==> src/rtl/bcdmux_pkg.sv <==
// Shared types and constants for the binary to BCD digit multiplexer.
package bcdmux_pkg;

    localparam int VALUE_W        = 32;
    localparam int DIGIT_W        = 4;
    localparam int COUNT_W        = 4;
    // Four binary bits are shifted into the BCD register per conversion cycle.
    localparam int BITS_PER_STEP  = 4;
    localparam int CONV_STEPS     = VALUE_W / BITS_PER_STEP;
    localparam int STEP_W         = $clog2(CONV_STEPS);
    localparam logic [COUNT_W-1:0] DIGIT_COUNT_RESET = 4'd3;

    typedef struct packed {
        logic load;       // capture a new value and start the conversion
        logic conv_step;  // run one double-dabble step
        logic emit;       // move the next digit into the output register
    } cmd_t;

    typedef struct packed {
        logic conv_last;  // the current step is the final conversion step
        logic digit_last; // the next digit to emit is the final one
    } status_t;

endpackage

==> src/rtl/binary_to_bcd_digit_mux.sv <==
// Top level of the binary to BCD digit multiplexer for a latched decimal display.
// Input channel: value with in_valid / in_stall. An item is taken at a rising edge
// where in_valid is high and in_stall is low. Output channel: bcd_digit,
// digit_position and last with out_valid / out_stall; a digit is taken at an edge
// where out_valid is high and out_stall is low.
// Each item gives one result per shown digit, most significant shown digit first
// at position 0; last marks the final digit. Digits above the shown count are dropped.
// cfg_write loads cfg_data into the digit count; zero acts as one and values above
// MAX_DIGITS act as MAX_DIGITS. Write it only while the block is idle.
// After acceptance the shift-add-3 converter takes in four bits of the value per cycle
// until all of them are in; then the shown digits enter the output register one at a
// time, each one as soon as the output register is empty or being drained.
// One item is worked on at a time; in_stall is high from acceptance until the final
// digit has entered the output register, so the next item is taken while that digit
// still waits. When the receiver stalls, the output register holds its digit and
// digit output pauses. Reset empties the output and sets the digit count to three.
module binary_to_bcd_digit_mux
#(
    parameter int MAX_DIGITS = 10
)
(
    input  logic                                clk,
    input  logic                                rst_n,
    input  logic                                cfg_write,
    input  logic [bcdmux_pkg::COUNT_W-1:0]      cfg_data,
    input  logic                                in_valid,
    output logic                                in_stall,
    input  logic [bcdmux_pkg::VALUE_W-1:0]      value,
    output logic                                out_valid,
    input  logic                                out_stall,
    output logic [bcdmux_pkg::DIGIT_W-1:0]      bcd_digit,
    output logic [bcdmux_pkg::COUNT_W-1:0]      digit_position,
    output logic                                last
);

    bcdmux_pkg::cmd_t    cmd;
    bcdmux_pkg::status_t status;

    bcdmux_ctrl u_ctrl
    (
        .clk       (clk),
        .rst_n     (rst_n),
        .in_valid  (in_valid),
        .in_stall  (in_stall),
        .out_valid (out_valid),
        .out_stall (out_stall),
        .status    (status),
        .cmd       (cmd)
    );

    bcdmux_datapath #(.MAX_DIGITS(MAX_DIGITS)) u_datapath
    (
        .clk            (clk),
        .rst_n          (rst_n),
        .cfg_write      (cfg_write),
        .cfg_data       (cfg_data),
        .value          (value),
        .cmd            (cmd),
        .status         (status),
        .bcd_digit      (bcd_digit),
        .digit_position (digit_position),
        .last           (last)
    );

endmodule

==> src/rtl/bcdmux_ctrl.sv <==
// Controller state machine: accepts items, sequences conversion and digit output.
module bcdmux_ctrl
(
    input  logic                clk,
    input  logic                rst_n,
    input  logic                in_valid,
    output logic                in_stall,
    output logic                out_valid,
    input  logic                out_stall,
    input  bcdmux_pkg::status_t status,
    output bcdmux_pkg::cmd_t    cmd
);

    localparam logic [1:0] ST_IDLE = 2'd0;
    localparam logic [1:0] ST_CONV = 2'd1;
    localparam logic [1:0] ST_EMIT = 2'd2;

    logic [1:0] state_reg;
    logic [1:0] state_next;
    logic       out_valid_reg;
    logic       out_valid_next;
    logic       out_free;

    // The output register can take a digit when empty or being drained now.
    assign out_free  = !out_valid_reg || !out_stall;
    assign in_stall  = (state_reg != ST_IDLE);
    assign out_valid = out_valid_reg;

    always_comb
    begin
        state_next     = state_reg;
        out_valid_next = out_free ? 1'b0 : out_valid_reg;
        cmd            = '0;
        unique case (state_reg)
            ST_IDLE:
            begin
                if (in_valid)
                begin
                    cmd.load   = 1'b1;
                    state_next = ST_CONV;
                end
            end
            ST_CONV:
            begin
                cmd.conv_step = 1'b1;
                if (status.conv_last)
                begin
                    state_next = ST_EMIT;
                end
            end
            ST_EMIT:
            begin
                if (out_free)
                begin
                    cmd.emit       = 1'b1;
                    out_valid_next = 1'b1;
                    if (status.digit_last)
                    begin
                        state_next = ST_IDLE;
                    end
                end
            end
            default:
            begin
                state_next = ST_IDLE;
            end
        endcase
    end

    always_ff @(posedge clk or negedge rst_n)
    begin
        if (!rst_n)
        begin
            state_reg     <= ST_IDLE;
            out_valid_reg <= 1'b0;
        end
        else
        begin
            state_reg     <= state_next;
            out_valid_reg <= out_valid_next;
        end
    end

endmodule

==> src/rtl/bcdmux_datapath.sv <==
// Datapath: digit count register, shift-add-3 converter and digit output register.
module bcdmux_datapath
#(
    parameter int MAX_DIGITS = 10
)
(
    input  logic                                    clk,
    input  logic                                    rst_n,
    input  logic                                    cfg_write,
    input  logic [bcdmux_pkg::COUNT_W-1:0]          cfg_data,
    input  logic [bcdmux_pkg::VALUE_W-1:0]          value,
    input  bcdmux_pkg::cmd_t                        cmd,
    output bcdmux_pkg::status_t                     status,
    output logic [bcdmux_pkg::DIGIT_W-1:0]          bcd_digit,
    output logic [bcdmux_pkg::COUNT_W-1:0]          digit_position,
    output logic                                    last
);

    localparam int BCD_W = MAX_DIGITS * bcdmux_pkg::DIGIT_W;
    localparam int IDX_W = (MAX_DIGITS > 1) ? $clog2(MAX_DIGITS) : 1;
    localparam logic [bcdmux_pkg::COUNT_W-1:0] MAX_COUNT = bcdmux_pkg::COUNT_W'(MAX_DIGITS);

    logic [bcdmux_pkg::COUNT_W-1:0] digit_count_reg;
    logic [bcdmux_pkg::VALUE_W-1:0] bin_reg;
    logic [bcdmux_pkg::VALUE_W-1:0] bin_next;
    logic [BCD_W-1:0]               bcd_reg;
    logic [BCD_W-1:0]               bcd_next;
    logic [bcdmux_pkg::STEP_W-1:0]  step_reg;
    logic [IDX_W-1:0]               idx_reg;
    logic [bcdmux_pkg::COUNT_W-1:0] pos_reg;
    logic [bcdmux_pkg::DIGIT_W-1:0] bcd_digit_reg;
    logic [bcdmux_pkg::COUNT_W-1:0] digit_position_reg;
    logic                           last_reg;
    logic [bcdmux_pkg::COUNT_W-1:0] count_m1;

    // A count of zero shows one digit; counts above the maximum saturate.
    always_comb
    begin
        priority if (digit_count_reg == '0)
        begin
            count_m1 = '0;
        end
        else if (digit_count_reg > MAX_COUNT)
        begin
            count_m1 = MAX_COUNT - 4'd1;
        end
        else
        begin
            count_m1 = digit_count_reg - 4'd1;
        end
    end

    // Four double-dabble iterations per cycle. Digits above the register are
    // lost, which leaves the value modulo ten to the power of MAX_DIGITS.
    always_comb
    begin
        logic [BCD_W-1:0]               b;
        logic [bcdmux_pkg::VALUE_W-1:0] v;
        b = bcd_reg;
        v = bin_reg;
        for (int s = 0; s < bcdmux_pkg::BITS_PER_STEP; s++)
        begin
            for (int d = 0; d < MAX_DIGITS; d++)
            begin
                if (b[d*4 +: 4] >= 4'd5)
                begin
                    b[d*4 +: 4] = b[d*4 +: 4] + 4'd3;
                end
            end
            b = {b[BCD_W-2:0], v[bcdmux_pkg::VALUE_W-1]};
            v = {v[bcdmux_pkg::VALUE_W-2:0], 1'b0};
        end
        bcd_next = b;
        bin_next = v;
    end

    assign status.conv_last  = (step_reg == bcdmux_pkg::STEP_W'(bcdmux_pkg::CONV_STEPS - 1));
    assign status.digit_last = (idx_reg == '0);

    always_ff @(posedge clk or negedge rst_n)
    begin
        if (!rst_n)
        begin
            digit_count_reg <= bcdmux_pkg::DIGIT_COUNT_RESET;
        end
        else if (cfg_write)
        begin
            digit_count_reg <= cfg_data;
        end
    end

    always_ff @(posedge clk)
    begin
        if (cmd.load)
        begin
            bin_reg  <= value;
            bcd_reg  <= '0;
            step_reg <= '0;
            idx_reg  <= IDX_W'(count_m1);
            pos_reg  <= '0;
        end
        if (cmd.conv_step)
        begin
            bin_reg  <= bin_next;
            bcd_reg  <= bcd_next;
            step_reg <= step_reg + 1'b1;
        end
        if (cmd.emit)
        begin
            bcd_digit_reg      <= bcd_reg[idx_reg*4 +: 4];
            digit_position_reg <= pos_reg;
            last_reg           <= (idx_reg == '0);
            idx_reg            <= idx_reg - 1'b1;
            pos_reg            <= pos_reg + 4'd1;
        end
    end

    assign bcd_digit      = bcd_digit_reg;
    assign digit_position = digit_position_reg;
    assign last           = last_reg;

endmodule
==> config.mk <==
export PLATFORM = sky130hd
export DESIGN_NAME = binary_to_bcd_digit_mux
export DESIGN_NICKNAME = d
export VERILOG_FILES = /design/src/rtl/bcdmux_pkg.sv /design/src/rtl/binary_to_bcd_digit_mux.sv /design/src/rtl/bcdmux_ctrl.sv /design/src/rtl/bcdmux_datapath.sv
export SDC_FILE = /design/constraint.sdc
export NUM_CORES = 1
export LEC_CHECK = 0
export CAP_MARGIN = 20
export CORE_AREA = 2 2 157 159
export DETAILED_ROUTE_END_ITERATION = 8
export DIE_AREA = 0 0 159 161
export DONT_BUFFER_PORTS = 1
export PLACE_DENSITY = 0.59
export SYNTH_ARGS = -nofsm -noshare
export SYNTH_HDL_FRONTEND = slang
export SYNTH_SLANG_ARGS = --single-unit
==> constraint.sdc <==
create_clock -name clk -period 4.19 [get_ports clk]
set_input_delay 0.6285 -clock clk [delete_from_list [all_inputs] [get_ports clk]]
set_output_delay 0.6285 -clock clk [all_outputs]
set_load 0.005 [all_outputs]
### After elaboration in Yosys (flattened, before gate mapping)

Cells that the tools add are included.

* output and inout bits: 11
* logic and storage cells: 180
* input bits: 41
* flip-flop bits (word level): 99

* $add $sub $neg: 44
* reductions and logical operators: 10
* shifts and indexed selects: 1
* multiplexer cells: 65
* order comparisons: 41
* equal/unequal tests: 7

Operators by type and width (number)
* 4-bit two-way mux: 42
* 4-bit by 3-bit >= comparator with 1-bit output (second input constant): 40
* 4-bit by 2-bit adder with 4-bit output (second input constant): 36
* 40-bit two-way mux: 2
* 32-bit two-way mux: 2
* 40-bit by 7-bit variable part select with 4-bit output: 1
* 3-bit two-way mux: 6
* 3-bit by 2-bit adder with 3-bit output (second input constant): 4
* 4-bit logical NOT: 2
* 1-bit two-way mux: 8
* 2-bit two-way mux: 4
* 4-bit by 1-bit subtractor with 4-bit output (second input constant): 2
* 2-bit inequality test (second input constant): 3
* 2-bit case mux with 3 select lines: 1
* 2-bit nonzero test: 3
* 4-bit by 1-bit adder with 4-bit output (second input constant): 1
* 4-bit > comparator (second input constant): 1
* 4-bit AND reduction: 1
* 3-bit by 1-bit adder with 3-bit output (second input constant): 1
* 3-bit equality test (second input constant): 1
* 2-bit by 1-bit equality test with 1-bit output (second input constant): 1
* 2-bit equality test (second input constant): 1
* 1-bit logical NOT: 2
* 2-bit logical NOT: 1
* other kinds (2): 2

### Depth between registers and ports, before layout

Gate-level depths: netlist (run 1).

* depth in word-level cells: 9
* depth in mapped cells: 19
* mapped depth without buffers: 19

### Hierarchy

Synthesis (run 1) repeated with hierarchy kept, for this count alone.

* cell total of the unflattened synthesis: 1016
* area, all modules: 8966.1 um^2

By module, submodules not included
* bcdmux_datapath: area an instance 8803.4 um^2, seq. area each 2825.2 um^2, cells an instance 999, instances 1
* bcdmux_ctrl: area an instance 162.7 um^2, seq. area each 75.1 um^2, cells an instance 17, instances 1

### Worst setup path before layout (run 1)

No wires, ideal clock.

* path type: register to register
* from: reg u_datapath.bcd_reg[36]
* to: reg u_datapath.bcd_reg[37] (data pin)
* setup time: 0.266 ns
* path buffers: 0
* stages on the path, launching flop included: 19
* path slack: 0.730 ns
* arrival time: 3.194 ns
* data required time: 3.924 ns
* clock period less this slack: 3.460 ns
* cell sequence: edfxtp_1 inv_1 ha_1 nand2b_1 a21oi_1 xnor2_1 ha_1 inv_1 a21o_1 a31oi_1 inv_1 ha_1 o21ai_0 a22o_1 ha_1 nor2b_1 o211a_1 xor2_1 nor2_1

* longest elaborated chain between the ends: 9
* elaborated cells on any way between the ends: 12
* those cells by class: 3 x add/sub; 4 x order compare; 5 x mux

RTL lines
* from (decl): line bcdmux_datapath.sv:26 `logic [BCD_W-1:0] bcd_reg;`
* from (signal assigned): line bcdmux_datapath.sv:105 `bcd_reg <= bcd_next;`
* 4-bit by 3-bit >= comparator with 1-bit output or 3-bit by 2-bit adder with 3-bit output (tied branches): line bcdmux_datapath.sv:65, bcdmux_datapath.sv:67
* 3-bit two-way mux *: line bcdmux_datapath.sv:65 `if (b[d*4 +: 4] >= 4'd5)`
* 4-bit by 3-bit >= comparator with 1-bit output or 3-bit by 2-bit adder with 3-bit output (tied branches): line bcdmux_datapath.sv:65, bcdmux_datapath.sv:67
* 3-bit two-way mux *: line bcdmux_datapath.sv:65
* 4-bit by 3-bit >= comparator with 1-bit output or 3-bit by 2-bit adder with 3-bit output (tied branches): line bcdmux_datapath.sv:65, bcdmux_datapath.sv:67
* 3-bit two-way mux *: line bcdmux_datapath.sv:65
* 4-bit by 3-bit >= comparator with 1-bit output *: line bcdmux_datapath.sv:65
* 3-bit two-way mux *: line bcdmux_datapath.sv:65
* 40-bit two-way mux *: line bcdmux_datapath.sv:102 `if (cmd.conv_step)`

Mark *: on every way between the ends. The rest lies on a longest branch, timed or not.
A chain may end at the register's enable or synchronous reset.

### Worst setup path in the final report (run 1)

* from: reg u_datapath.bcd_reg[36]
* to: reg u_datapath.bcd_reg[38] (data pin)

* longest elaborated chain between the ends: 9
* elaborated cells on any way between the ends: 13
* those cells by class: 4 x add/sub; 4 x order compare; 5 x mux

RTL lines (line)
* 4-bit by 3-bit >= comparator with 1-bit output or 3-bit by 2-bit adder with 3-bit output (tied branches): bcdmux_datapath.sv:65, bcdmux_datapath.sv:67
* 3-bit two-way mux *: bcdmux_datapath.sv:65
* 4-bit by 3-bit >= comparator with 1-bit output or 3-bit by 2-bit adder with 3-bit output (tied branches): bcdmux_datapath.sv:65, bcdmux_datapath.sv:67
* 3-bit two-way mux *: bcdmux_datapath.sv:65
* 4-bit by 3-bit >= comparator with 1-bit output or 3-bit by 2-bit adder with 3-bit output (tied branches): bcdmux_datapath.sv:65, bcdmux_datapath.sv:67
* 3-bit two-way mux *: bcdmux_datapath.sv:65
* 4-bit by 3-bit >= comparator with 1-bit output or 3-bit by 2-bit adder with 3-bit output (tied branches): bcdmux_datapath.sv:65, bcdmux_datapath.sv:67
* 3-bit two-way mux *: bcdmux_datapath.sv:65
* 40-bit two-way mux *: bcdmux_datapath.sv:102

Marks and branches as above.

==> flow_summary.yaml, run 1 <==
global_route:
  antenna_found_initial: 0
  grt-ovfl-total: 0
  grt_max_degree: 72
  grt_pass1_wl_um: 29800
  grt_pass1_vias: 5953
  grt_usage_pct: 14.2
setup_path:
  critical_path.max_fanout: 6
  startpoint_type: "register"
  cpMostUsedCell: "ha_1"
  crit_required_ps: 4360
  cpPeakStageDelay_ps: 420
  timing.rr.start: "u_datapath.bcd_reg[36]"
  rrSetupSlack_ps: 270
  crit_path_end_kind: "register"
  crit_start: "u_datapath.bcd_reg[36]"
  path_buf_inv: 3
  cpMaxStageDelayCell: "edfxtp_1"
  crit_arrival_ps: 4100
  reg2reg_to: "u_datapath.bcd_reg[38]"
  rr_worst_depth: 18
  path_depth: 18
  crit_type: "register to register"
  crit_family: "compound AO/OA/AOI/OAI gates"
  crit_chain: "inv_1 -> ha_1 -> nand2b_1 -> a21oi_1 -> xnor2_1 -> ha_1 -> inv_1 -> a21o_1 -> a31oi_1 -> inv_1 -> ha_1 -> o21ai_0 -> a22o_1 -> ha_1 -> nor2b_1 -> o211a_1 -> nor2_1 -> a211oi_1"
synth:
  ys_warn_count: 0
  async_flop_share_pct: 7.07
  synth_cell_types: 73
  synth_seq_cells: 99
  synth_edf_count: 88
  syn_area_per_cell_um2: 9.53
  synth_cells: 868
  synthFlopType: "edfxtp_1"
  yosysTopAreaCell: "edfxtp_1"
  seq_area_frac_synth_pct: 35.1
  synthTopCellsByArea: "edfxtp_1 32%, ha_1 7.1%, a21oi_1 5.0%"
  synthesis.area_um2: 8270
  synth.top_cell.area_share_pct: 31.9
  syn-num-nets: 956
sta:
  slew-limit-headroom_pct: 33.8
  period_share_pct: 93.7
  worstMarginPinSlew_ps: 992
  rsz0062_at_grt: "false"
  setup_viol: 0
  drv_slew: 0
  min_period_ps: 3920
  final.setup.tns_ps: 0
  fin_skew_ps: 8.31
  hold_viol: 0
  fmax_ghz: 0.255
min_path:
  hold_path_class: "input port to asynchronous set/reset pin"
layout:
  largest_register_ffs: 40
  fin_nets: 943
  area_growth_pct: 8.38
  drive_gt1_share_pct: 14.2
  antenna_cells: 0
  fill_cells: 2446
clock_network:
  clk_latency_ps: 370
  cts_tree: "yes"
  clk_path_buf_depth: 2
  clkSinkCount: 99
  cts_root_buffer: "clkbuf_16"
  cts_buffers: 9
  post_cts_buffers: 0
  clk_pin_slew_worst_paths_ps: 80
  htreeDepth: 3
floorplanning:
  dieArea_um2: 25600
  die_y_um: 161
  start_util_pct: 34.5
  fp.coreArea_um2: 24000
  die_w_um: 159
  io_pins: 52
  rows: 57
route:
  first_pass_iters: 5
  wl_um: 18200
  drt_iter0_markers: 472
  num_vias: 6567
  antenna_left: 0
  vias_per_cell: 5.55
  drc: 0
  post_drt_wl_per_cell_um: 15.3
job:
  drv_cap: 0
place:
  port_buffers: 0
  dp_hpwl_um: 13100
  place_congestion: 0.778
run_status:
  outcome: "finished, final reports clean"
[cell usage after synthesis (5+ instances only)]
cell type and number:
edfxtp_1 88, a21oi_1 82, ha_1 47, inv_1 47, o21ai_0 45, nor2_1 44, nand2_1 43, a22o_1 31
clkbuf_1 27, a211oi_1 26, a31oi_1 25, mux2i_1 25, o21ai_1 22, nor3_1 20, xnor2_1 20, nor3b_1 17
nand2b_1 16, inv_2 15, mux2_2 14, a21oi_2 13, o211ai_1 11, nand3_1 10, a211o_1 9, a31o_2 9
o211a_1 9, xnor2_2 9, mux4_2 8, or2_2 8, xor2_1 8, or3_1 7, a311oi_1 6, and2_1 6
nand3b_1 6, o32ai_1 6, or2_1 6, and3_1 5, dfrtp_1 5, nor2b_1 5, o21ai_2 5
[worst max-delay path by stage]
stage	endpoint	slack [ps]
after floorplan	u_datapath.bcd_reg[37]	730
after global placement	u_datapath.bcd_reg[37]	500
after detailed placement	u_datapath.bcd_reg[37]	320
after CTS	u_datapath.bcd_reg[38]	270
after global routing	u_datapath.bcd_reg[38]	4
final	u_datapath.bcd_reg[38]	270
[timing repair]
item | 4_1_cts | 5_1_grt
endpoints found under the hold margin | 5 | 0
resized for setup | 0 | 0
hold buffers | 1 | 0
[metal layers]
metal / vias to the layer above / wire length, µm / global-route usage (%)
li1: 3314 / - / -
met1: 3106 / 8680 / 19.2
met2: 134 / 8320 / 22.8
met3: 13 / 1020 / 4.06
met4: 0 / 157 / 2.93
met5: - / 0 / 0
[cell usage in the layout, fill, tap and decap left out, types with 22 or more instances in the layout]
cell type,count
ha_1,47
a31oi_1,25
edfxtp_1,88
a21oi_1,82
inv_1,47
a22o_1,31
a211oi_1,26
nand2_1,42
mux2i_1,25
o21ai_0,45
o21ai_1,22
nor2_1,44
[cell families after synthesis]
| logic type | share of synthesized area, % |
|---|---|
| AOI/OAI and AO/OA | 28.7 |
| and+or+nand+nor | 12.8 |
| DFF | 35.1 |
| buffers and inverters | 4.28 |
| muxes | 7.38 |
| adders and majority gates | 7.11 |
| xor gates and xnor gates | 4.73 |
[area by class of cell]
cell class	instances	area, µm²	area share, %
Tap cell	324	405	4.52
Clock buffer	9	225	2.51
Timing Repair Buffer	6	67.6	0.753
Sequential cell	99	2900	32.3
Inverter	63	238	2.65
Multi-Input combinational cell	676	5030	56.1
Clock inverter	7	96.3	1.07
[through the flow]
step	hold slack [ps]	utilization, %	cells	instance area [µm²]	worst slack (ps)
6_report	99.2	37.4	1184	8970	265
3_5_place_dp	333	35.9	1166	8610	322
2_1_floorplan	333	-	868	8270	730
4_1_cts	84.7	37.3	1183	8940	272
3_3_place_gp	333	35.9	1166	8610	499
5_1_grt	74.2	37.4	1184	8970	3.83
Power of run 1 is not shown: default switching activity piles up to over one toggle a cycle in this logic, so the estimate is an artifact.
==> inputs of run 2 (changes only) <==
--- a/config.mk
+++ b/config.mk
@@ -10,7 +10,9 @@
 export DETAILED_ROUTE_END_ITERATION = 8
 export DIE_AREA = 0 0 159 161
 export DONT_BUFFER_PORTS = 1
+export HOLD_SLACK_MARGIN = 0.05
 export PLACE_DENSITY = 0.59
+export RECOVER_POWER = 50
 export SYNTH_ARGS = -nofsm -noshare
 export SYNTH_HDL_FRONTEND = slang
 export SYNTH_SLANG_ARGS = --single-unit
==> run 2 against run 1 <==
Net effect:
- the flow now finishes with violations (max-capacitance violations, max-slew violations)
- count of clock-buffer cells in the layout unchanged
- final cell count unchanged
- global-route usage is the same
- via count increased by 0.30%
- die area did not move
==> flow_summary.yaml, run 2 (synthesized netlist as in run 1, its figures left out) <==
run_status:
  outcome: "finished, violations left"
  violations: "max-capacitance violations, max-slew violations"
place:
  port_buffers: 0
  dp_hpwl_um: 13100
  placed_area_um2: 8610
  place_congestion: 0.778
sta:
  fin_skew_ps: 8.45
  min_period_ps: 3920
  fmax_ghz: 0.255
  slew-limit-headroom_pct: -55.0
  setup_viol: 0
  rsz0062_at_grt: "false"
  worstMarginPinSlew_ps: 2320
  period_share_pct: 93.7
  drv_slew: 120
  final.setup.tns_ps: 0
  hold_viol: 0
layout:
  layout_commonest_cell: "edfxtp_1"
  final_area_um2: 8950
  antenna_cells: 0
  area_growth_pct: 8.18
  drive_gt1_share_pct: 13.7
  fin_nets: 943
  final_cell_mix: "88 x edfxtp_1, 82 x a21oi_1, 47 x inv_1, 47 x ha_1, 45 x o21ai_0"
  largest_register_ffs: 40
route:
  vias_per_cell: 5.56
  drc: 0
  antenna_left: 0
  first_pass_iters: 5
  drt_iter0_markers: 449
  post_drt_wl_per_cell_um: 15.4
  num_vias: 6587
  wl_um: 18200
global_route:
  antenna_found_initial: 0
  grt_pass1_vias: 5953
  grt-ovfl-total: 0
  grt_max_degree: 72
  grt_usage_pct: 14.2
  grt_pass1_wl_um: 29800
floorplanning:
  die_y_um: 161
  dieArea_um2: 25600
  die_w_um: 159
  rows: 57
  io_pins: 52
  start_util_pct: 34.5
  fp.coreArea_um2: 24000
setup_path:
  startpoint_type: "register"
  crit_type: "register to register"
  timing.rr.start: "u_datapath.bcd_reg[36]"
  crit_path_end_kind: "register"
  cpPeakStageDelay_ps: 420
  crit_required_ps: 4370
  cpMaxStageDelayCell: "edfxtp_1"
  crit_arrival_ps: 4100
  critical_path.max_fanout: 6
  crit_chain: "inv_1 -> ha_1 -> nand2b_1 -> a21oi_1 -> xnor2_1 -> ha_1 -> inv_1 -> a21o_1 -> a31oi_1 -> inv_1 -> ha_1 -> o21ai_0 -> a22o_1 -> ha_1 -> nor2b_1 -> o211a_1 -> nor2_1 -> a211oi_1"
  cpMostUsedCell: "ha_1"
  crit_start: "u_datapath.bcd_reg[36]"
  rr_worst_depth: 18
clock_network:
  cts_tree: "yes"
  cts_buffers: 9
  cts_resized: 0
  clk_pin_slew_worst_paths_ps: 80
  htreeDepth: 3
  clk_path_buf_depth: 2
  clk_latency_ps: 370
  clkSinkCount: 99
  cts_root_buffer: "clkbuf_16"
job:
  drv_cap: 2
min_path:
  hold_path_class: "input port to asynchronous set/reset pin"
==> run 2: stage by stage <==
| stage | util, % | hold slack (ps) | std cells | setup WS (ps) |
|---|---|---|---|---|
| 5_1_grt | 37.4 | 75.4 | 1184 | 3.83 |
| 6_report | 37.4 | 98.7 | 1184 | 265 |
| 3_3_place_gp | 35.9 | 333 | 1166 | 499 |
| 2_1_floorplan | - | 333 | 868 | 730 |
| 3_5_place_dp | 35.9 | 333 | 1166 | 322 |
| 4_1_cts | 37.3 | 84.7 | 1183 | 272 |
==> run 2: layer usage <==
metal  wire length (µm)  vias to the layer above  track usage, %  part of all wire (%)
li1                   -                     3314               -                     -
met5                  0                        -               0                     0
met3               1050                       13            4.06                   5.7
met1               8680                     3112            19.2                    48
met2               8300                      148            22.8                    46
met4                169                        0            2.93                  0.93
==> run 2: final cells by class <==
| type | count | area (µm²) |
|---|---|---|
| sequential | 99 | 2900 |
| clock buffer | 9 | 225 |
| tap | 324 | 405 |
| inverter | 63 | 238 |
| multi-input combinational | 676 | 5020 |
| clock inverter | 7 | 96.3 |
| timing repair buffer | 6 | 63.8 |
| fill | 2448 | 15000 |
==> run 2: worst paths after layout <==
kind / slack [ps] / end
max: 270 / u_datapath.bcd_reg[38]
min: 100 / u_datapath.digit_count_reg[0]
max reg2reg: 270 / u_datapath.bcd_reg[38]
min reg2reg: 460 / u_datapath.bin_reg[2]
max in group asynchronous: 3430 / u_ctrl.state_reg[1]
min in group clk: 330 / u_datapath.digit_count_reg[0]
==> run 2: critical path, delay by kind of cell (launching register included) <==
family                     cells  cell delay, ps
DFF                            1             420
adders and majority gates      4             830
AOI/OAI and AO/OA              7            1710
xor gates and xnor gates       1             260
buffers and inverters          3             250
and+or+nand+nor                3             260
==> run 2: timing repair <==
item                                   CTS  global route
setup buffers                            0             0
setup endpoints to repair                0             0
hold buffers                             1             0
endpoints found under the hold margin    5             0
Power of run 2 is left out for the same reason.
==> inputs of run 3 (changes only) <==
--- a/config.mk
+++ b/config.mk
@@ -6,12 +6,12 @@
 export NUM_CORES = 1
 export LEC_CHECK = 0
 export CAP_MARGIN = 20
-export CORE_AREA = 2 2 157 159
+export CORE_AREA = 2 2 141 143
 export DETAILED_ROUTE_END_ITERATION = 8
-export DIE_AREA = 0 0 159 161
+export DIE_AREA = 0 0 143 145
 export DONT_BUFFER_PORTS = 1
 export HOLD_SLACK_MARGIN = 0.05
-export PLACE_DENSITY = 0.59
+export PLACE_DENSITY = 0.68
 export RECOVER_POWER = 50
 export SYNTH_ARGS = -nofsm -noshare
 export SYNTH_HDL_FRONTEND = slang
==> run 3 against run 2 <==
Net effect:
- the flow still finishes with violations (max-capacitance violations, max-slew violations)
- utilization is 8.8 points higher
- global-route usage is 2.5 points higher
- setup slack gained 140 ps
- clock skew rose by 0.70 ps
- worst hold slack improved by 14 ps
- final cell count down 4.8%
==> flow_summary.yaml, run 3 (synthesized netlist as in run 1, its figures left out) <==
setup_path:
  startpoint_type: "register"
  timing.rr.start: "u_datapath.bcd_reg[36]"
  crit_chain: "inv_1 -> ha_1 -> nand2b_1 -> a21oi_1 -> xnor2_1 -> ha_1 -> inv_1 -> a21o_1 -> a31oi_2 -> inv_1 -> ha_1 -> o21ai_0 -> a22o_1 -> ha_1 -> nor2b_1 -> o211a_1 -> xor2_1 -> nor2_1"
  cpMostUsedCell: "ha_1"
  cpMaxStageDelayCell: "edfxtp_1"
  crit_required_ps: 4290
  critPathCapture: "u_datapath.bcd_reg[37]"
  crit_type: "register to register"
  rr_worst_depth: 18
  critical_path.max_fanout: 6
  crit_path_end_kind: "register"
  rrSetupSlack_ps: 400
  crit_arrival_ps: 3890
  cpPeakStageDelay_ps: 410
  reg2reg_to: "u_datapath.bcd_reg[37]"
  crit_start: "u_datapath.bcd_reg[36]"
layout:
  drive_gt1_share_pct: 14.0
  area_growth_pct: 7.24
  final_util_pct: 46.2
  layout_commonest_cell: "edfxtp_1"
  fin_nets: 945
  final_cell_mix: "88 x edfxtp_1, 82 x a21oi_1, 47 x inv_1, 47 x ha_1, 45 x o21ai_0"
  fill_cells: 1831
  largest_register_ffs: 40
  antenna_cells: 0
  ff_latch_area_um2: 2900
  multi_input_area_um2: 5030
sta:
  min_period_ps: 3790
  hold_viol: 0
  fmax_ghz: 0.264
  slew-limit-headroom_pct: -16.1
  rsz0062_at_grt: "false"
  worstMarginPinSlew_ps: 1740
  drv_slew: 110
  final.setup.tns_ps: 0
  fin_skew_ps: 9.15
  setup_viol: 0
  period_share_pct: 90.4
floorplanning:
  die_w_um: 143
  rows: 51
  die_y_um: 145
  dieArea_um2: 20700
  start_util_pct: 43.1
  fp.coreArea_um2: 19200
  io_pins: 52
clock_network:
  clk_latency_ps: 360
  clkSinkCount: 99
  clk_path_buf_depth: 2
  cts_buffers: 9
  cts_tree: "yes"
  clk_pin_slew_worst_paths_ps: 80
  cts_root_buffer: "clkbuf_16"
  htreeDepth: 3
route:
  post_drt_wl_per_cell_um: 15.4
  wl_um: 17300
  drc: 0
  drt_iter0_markers: 334
  num_vias: 6494
  antenna_left: 0
  vias_per_cell: 5.76
  first_pass_iters: 5
global_route:
  antenna_found_initial: 0
  grt_pass1_wl_um: 28400
  grt_max_degree: 72
  grt_usage_pct: 16.7
  grt-ovfl-total: 0
  grt_pass1_vias: 5842
place:
  port_buffers: 0
  place_congestion: 0.797
  dp_hpwl_um: 12400
run_status:
  outcome: "finished, violations left"
  violations: "max-capacitance violations, max-slew violations"
min_path:
  hold_path_class: "input port to asynchronous set/reset pin"
job:
  drv_cap: 2
==> run 3: cell types whose count changed in the layout (fill, tap and decap cells not counted), sizes merged <==
| cell | delta |
|---|---|
| inv | -1 |
| clkinvlp | +2 |
| clkinv | -1 |
| buf | +2 |
==> run 3: worst min-delay path by stage <==
stage          startpoint                            end  slack (ps)  depth (start not counted)
2_1_floorplan       rst_n     asynchronous set/reset pin         330                          0
3_3_place_gp        rst_n     asynchronous set/reset pin         330                          0
3_5_place_dp        rst_n     asynchronous set/reset pin         330                          0
4_1_cts             rst_n  u_datapath.digit_count_reg[0]         100                          0
5_1_grt             rst_n  u_datapath.digit_count_reg[1]         100                          0
6_report            rst_n  u_datapath.digit_count_reg[1]         110                          0
==> run 3: layer usage <==
metal  global-route usage (%)  share of wire (%)
met2                     27.1                 46
met1                     22.8                 49
met4                     4.31                1.2
met3                     3.43                3.9
met5                        0                  0
==> run 3: what timing repair did <==
item | CTS | global route
resized for setup | 0 | 1
endpoints found under the hold margin | 5 | 0
endpoints found under the setup margin | 0 | 1
hold buffers | 1 | 0
buffers inserted | 0 | 0
==> run 3: layout make-up <==
| cell class | instances | area share, % |
|---|---|---|
| multi-input combinational | 676 | 56.7 |
| sequential | 99 | 32.7 |
| tap | 265 | 3.74 |
| inverter | 63 | 2.68 |
| clock buffer | 9 | 2.54 |
| timing repair buffer | 8 | 0.888 |
| clock inverter | 7 | 0.804 |
==> run 3: critical path, delay by kind of cell (launching register included) <==
kind | cells | cell delay, ps
flops | 1 | 410
buf+inv | 3 | 240
simple gates | 3 | 250
fa+ha+maj | 4 | 850
xor+xnor | 2 | 420
compound gates | 6 | 1350
==> run 3: per-stage QoR <==
stage / instance area [µm²] / worst slack [ps] / std cells / hold WS [ps]
final: 8870 / 401 / 1127 / 112
after CTS: 8860 / 331 / 1126 / 101
after floorplan: 8270 / 730 / 868 / 333
after detailed placement: 8550 / 353 / 1109 / 333
after global placement: 8550 / 516 / 1109 / 333
after global routing: 8870 / 73.3 / 1127 / 95.4
Power of run 3 is left out for the same reason.
